===== config.mk =====
export PLATFORM = sky130hd
export DESIGN_NAME = mmc_cell
export DESIGN_NICKNAME = d
export VERILOG_FILES = /design/src/hdl/montgomery_mul_cios_assert.svh /design/src/hdl/mmc_pkg.sv /design/src/hdl/mmc_cell.sv
export SDC_FILE = /design/constraint.sdc
export NUM_CORES = 1
export LEC_CHECK = 0
export ABC_AREA = 1
export BUFFER_PORTS_ARGS = -buffer_cell sky130_fd_sc_hd__buf_2
export CORE_ASPECT_RATIO = 1.2
export CORE_MARGIN = 5
export CORE_UTILIZATION = 44
export DETAILED_ROUTE_END_ITERATION = 10
export GPL_TIMING_DRIVEN = 0
export PLACE_DENSITY = 0.77
export SETUP_SLACK_MARGIN = 0.15
export SYNTH_ARGS = -nofsm -noshare
export SYNTH_HDL_FRONTEND = slang
export SYNTH_SLANG_ARGS = --single-unit

===== constraint.sdc =====
create_clock -name clk -period 0.8 [get_ports clk]
set_input_delay 0.12 -clock clk [delete_from_list [all_inputs] [get_ports clk]]
set_output_delay 0.12 -clock clk [all_outputs]
set_load 0.01 [all_outputs]

===== src/hdl/montgomery_mul_cios_assert.svh =====
// Assertion macros shared by the Montgomery multiplier modules.
`ifndef MONTGOMERY_MUL_CIOS_ASSERT_SVH
`define MONTGOMERY_MUL_CIOS_ASSERT_SVH

// Implication that must hold on every clock edge outside reset.
`define MMC_ASSERT_IMPL(label, clk, rst, ante, cons, msg) \
  label: assert property (@(posedge clk) disable iff (rst) (ante) |-> (cons)) \
    else $error(msg);

// Implication checked in the cycle after the antecedent.
`define MMC_ASSERT_NEXT(label, clk, rst, ante, cons, msg) \
  label: assert property (@(posedge clk) disable iff (rst) (ante) |=> (cons)) \
    else $error(msg);

`endif


===== src/hdl/mmc_pkg.sv =====
// Package: widths, phase codes and types of the Montgomery multiplier.
`timescale 1ns / 1ps
package mmc_pkg;
  localparam int MaxLimbs = 32;
  localparam int IdxW     = 5;
  localparam int CntW     = 6;
  localparam int WordW    = 32;

  localparam logic OP_MODULUS = 1'b0;
  localparam logic OP_OPERAND = 1'b1;

  localparam logic CFG_NEG_INV    = 1'b0;
  localparam logic CFG_LIMB_COUNT = 1'b1;

  typedef enum logic [2:0] {
    ST_IDLE,
    ST_MAC,
    ST_RED,
    ST_FIX,
    ST_SUB,
    ST_OUT
  } state_t;

  // Per-cycle control that the sequencer hands to the cell row.
  typedef struct packed {
    logic             clear;   // zero accumulator
    logic             mac;     // step of a[i]*b pass
    logic             red;     // step of m*N pass
    logic             first;   // first limb of a pass
    logic             shift;   // rotate accumulator by one cell
  } cell_ctrl_t;
endpackage


===== src/hdl/mmc_cell.sv =====
// One accumulator cell: holds a 32-bit limb and passes it to its neighbour.
`timescale 1ns / 1ps
module mmc_cell
  import mmc_pkg::*;
(
  input  logic             clk,
  input  logic             clear,
  input  logic             load,
  input  logic [WordW-1:0] d,
  output logic [WordW-1:0] q
);
  always_ff @(posedge clk) begin
    if (clear) begin
      q <= '0;
    end else if (load) begin
      q <= d;
    end
  end
endmodule


==> metrics.txt <==
status=complete, but fails checks; violated checks=negative setup slack; synth cell count leaders=nand2_1, nor2_1, inv_1; post-synth net total=roughly 240; TritonCTS Buffers=5; switching share of power=0.253; core area=about 3000 µm²; final worst slack=-0.113 ns; Worst path slowest cell=dfxtp_2; Yosys cell types=6; FP Rows=22; yosys warns=0; routability cong.=0.719; Placed Cells=just over 300; Pleak=1.18 nW; Sw Pwr=0.942 mW; Post-Syn Area=1340 µm²; total gr overflow=0; CTS tree=done; 1st-iter DRT viols=31; Slew @ Worst Pin=0.196 ns; Buf/Inv on CP=1; first-pass GRT wire length=5210 µm; largest net degree at the start of global routing=11; Slew HR=0.869; Hold WC Path Type=in2reg; Arr. time, crit path=0.79 ns; combinational share of power=0.191; Die Ht=about 70 µm; CTS sink cnt=32; Hold-fix buffers, CTS=0; root buf cell=clkbuf_4; vias in the first global route=1221; post-synthesis simple-gate area fraction=0.359; f_max=around 1.1 GHz; Main synth FF type=dfxtp_1; Post-synth ARST share=0; via count=about 1300; DRC=0; EDFF count, synth=0; Clock Skews=0 ns; nets=~310; met2 WL=approximately 1600 µm; max reg flops=32; Largest Register=q; sequential share of power=0.485; Clock Path Buffers=2; Yosys top cell area share=0.479; Synth Instances=a little over 200; minimum clock period=~0.91 ns; design area=roughly 2100 µm²; critical path endpoint category=output pin; drt pass-1 iters=4; synthesis-stage register bit count=32; Routed Antenna Nets=0; Crit Path Class=reg2out; Hold Worst Slack=roughly 0.053 ns; Metal-1 WL=around 1200 µm; Yosys top cell by area=dfxtp_1; CP top delay family=flip-flops; pwr/cell area=approximately 1800 nW/µm²; routed wire length per instance=a little over 10 µm; CP cell instances=buf_6; DP Area=about 1700 µm²; largest fanout on the critical path=2; internal power=roughly 2.8 mW; Initial Utilization=0.446; Final Max Slew Viols=0; CTS clk-pin slew, worst paths=around 0.1 ns; Post-Synth Adder-Cell Area=0; Setup Viol. Count Final=32; final hold violations=0; met3 WL post-DR=299 µm; Synth-to-Final Area Change=53.2%; initial antenna violation count=0; Compound-Gate Fraction of Synth Area=0; Cell Count, Final, Fillers Out=314; Clock Power Share=0.325; MaxCap Viol Count=0; synth top area cells=dfxtp_1, nand2_1, nor2_1; fillers=276; Detail Placement HPWL=between 2000 and 2500 µm; multiplexer share of the synthesized area=0; largest family of logic cells by synthesized area=simple AND/OR/NAND/NOR gates; RSZ-0062 raised after global routing=true; die width=between 60 and 70 µm; startpoint type of the worst setup path=flop; Antenna Cells=0; top flop regs=q (32); max incr delay on CP=roughly 0.34 ns; top layer reached by signal wires=met4; Seq/Total Area, Yosys=0.479; overall routing resource usage=0.163; layout cells sized above 1=0.424; Post-Synth XOR/XNOR Area=0; required time worst endpoint=between 0.6 and 0.7 ns; vias per inst=between 4 and 5; H-tree depth=2; fin crit share=1.14; VDD IR-drop max=roughly 1.3 mV; Clock Latency Late Sink=between 0.3 and 0.4 ns; # IOs=67; number of port buffers=65; full die area=4250 µm²; Avg Inst Size Synth=6.59 µm²; final wirelength=about 3200 µm
metal layers:
layer / vias up / track usage
met1: 552 / 0.180
met3: 5 / 0.0628
met5: - / 0
li1: 718 / -
met4: 0 / 0.0764
met2: 42 / 0.267
layout by cell type (no fill, tap or decap), drive strengths merged:
| cell type | count |
|---|---|
| clkinv | 1 |
| nand2 | 64 |
| nor2 | 64 |
| bufinv | 1 |
| inv | 33 |
| dfxtp | 32 |
| clkbuf | 6 |
| buf | 77 |
metrics by stage:
stage | util | setup WS [ns] | total power [mW] | TNS [ns]
detailed placement | 0.570 | -0.0148 | 2.36 | -0.0313
global placement | 0.570 | 0.0142 | 2.35 | 0
finish | 0.683 | -0.113 | 3.72 | -3.18
global route | 0.683 | -0.153 | 3.91 | -4.32
CTS | 0.678 | -0.134 | 3.74 | -3.83
floorplan | - | 0.187 | 2.13 | 0
repair_timing:
action                                 in CTS  in global routing
pin swaps                                   2                  2
buffers inserted                            1                  1
endpoints found under the hold margin       0                  0
setup endpoints to repair                  32                 33
resized for setup                          65                  2
final cells by class:
| type | count | area (µm²) | area share |
|---|---|---|---|
| Inverter | 33 | 124 | 0.0604 |
| Sequential cell | 32 | 681 | 0.332 |
| Timing Repair Buffer | 67 | 541 | 0.264 |
| Clock inverter | 2 | 35.0 | 0.0171 |
| Multi-Input combinational cell | 128 | 490 | 0.239 |
| Clock buffer | 6 | 41.3 | 0.0201 |
| Buffer | 10 | 93.8 | 0.0458 |
| Tap cell | 36 | 45.0 | 0.0220 |
worst reg2reg max path: cells and delay by family (launching register included):
family | cells | cell delay, ns
flip-flops | 1 | 0.34
buffers and inverters | 1 | 0.13
AND/OR/NAND/NOR | 2 | 0.13
power groups by stage:
stage               sequential [mW]  clock, mW  combinational [mW]
finish                         1.80       1.21               0.709
global route                   1.82       1.30               0.793
CTS                            1.80       1.24               0.702
detailed placement             1.79          0               0.573
global placement               1.79          0               0.564
floorplan                      1.85          0               0.280
logic make-up (layout without fill, tap and decap cells):
group                  count (synthesis)  in the layout
buffers and inverters                 43            118
flip-flops                            32             32
AND/OR/NAND/NOR                      128            128
path summary, 6_finish.rpt:
check | depth (start not counted) | slack [ns] | startpoint | endpoint
hold / removal | 5 | 0.05 | d[11] | q[11]$_SDFFE_PP0P_
setup reg to reg | 3 | 0.12 | q[21]$_SDFFE_PP0P_ | q[21]$_SDFFE_PP0P_
hold reg to reg | 2 | 0.48 | q[16]$_SDFFE_PP0P_ | q[16]$_SDFFE_PP0P_
setup / recovery | 1 | -0.11 | q[7]$_SDFFE_PP0P_ | q[7]
Note: power is estimated with default switching activity, not from simulation.
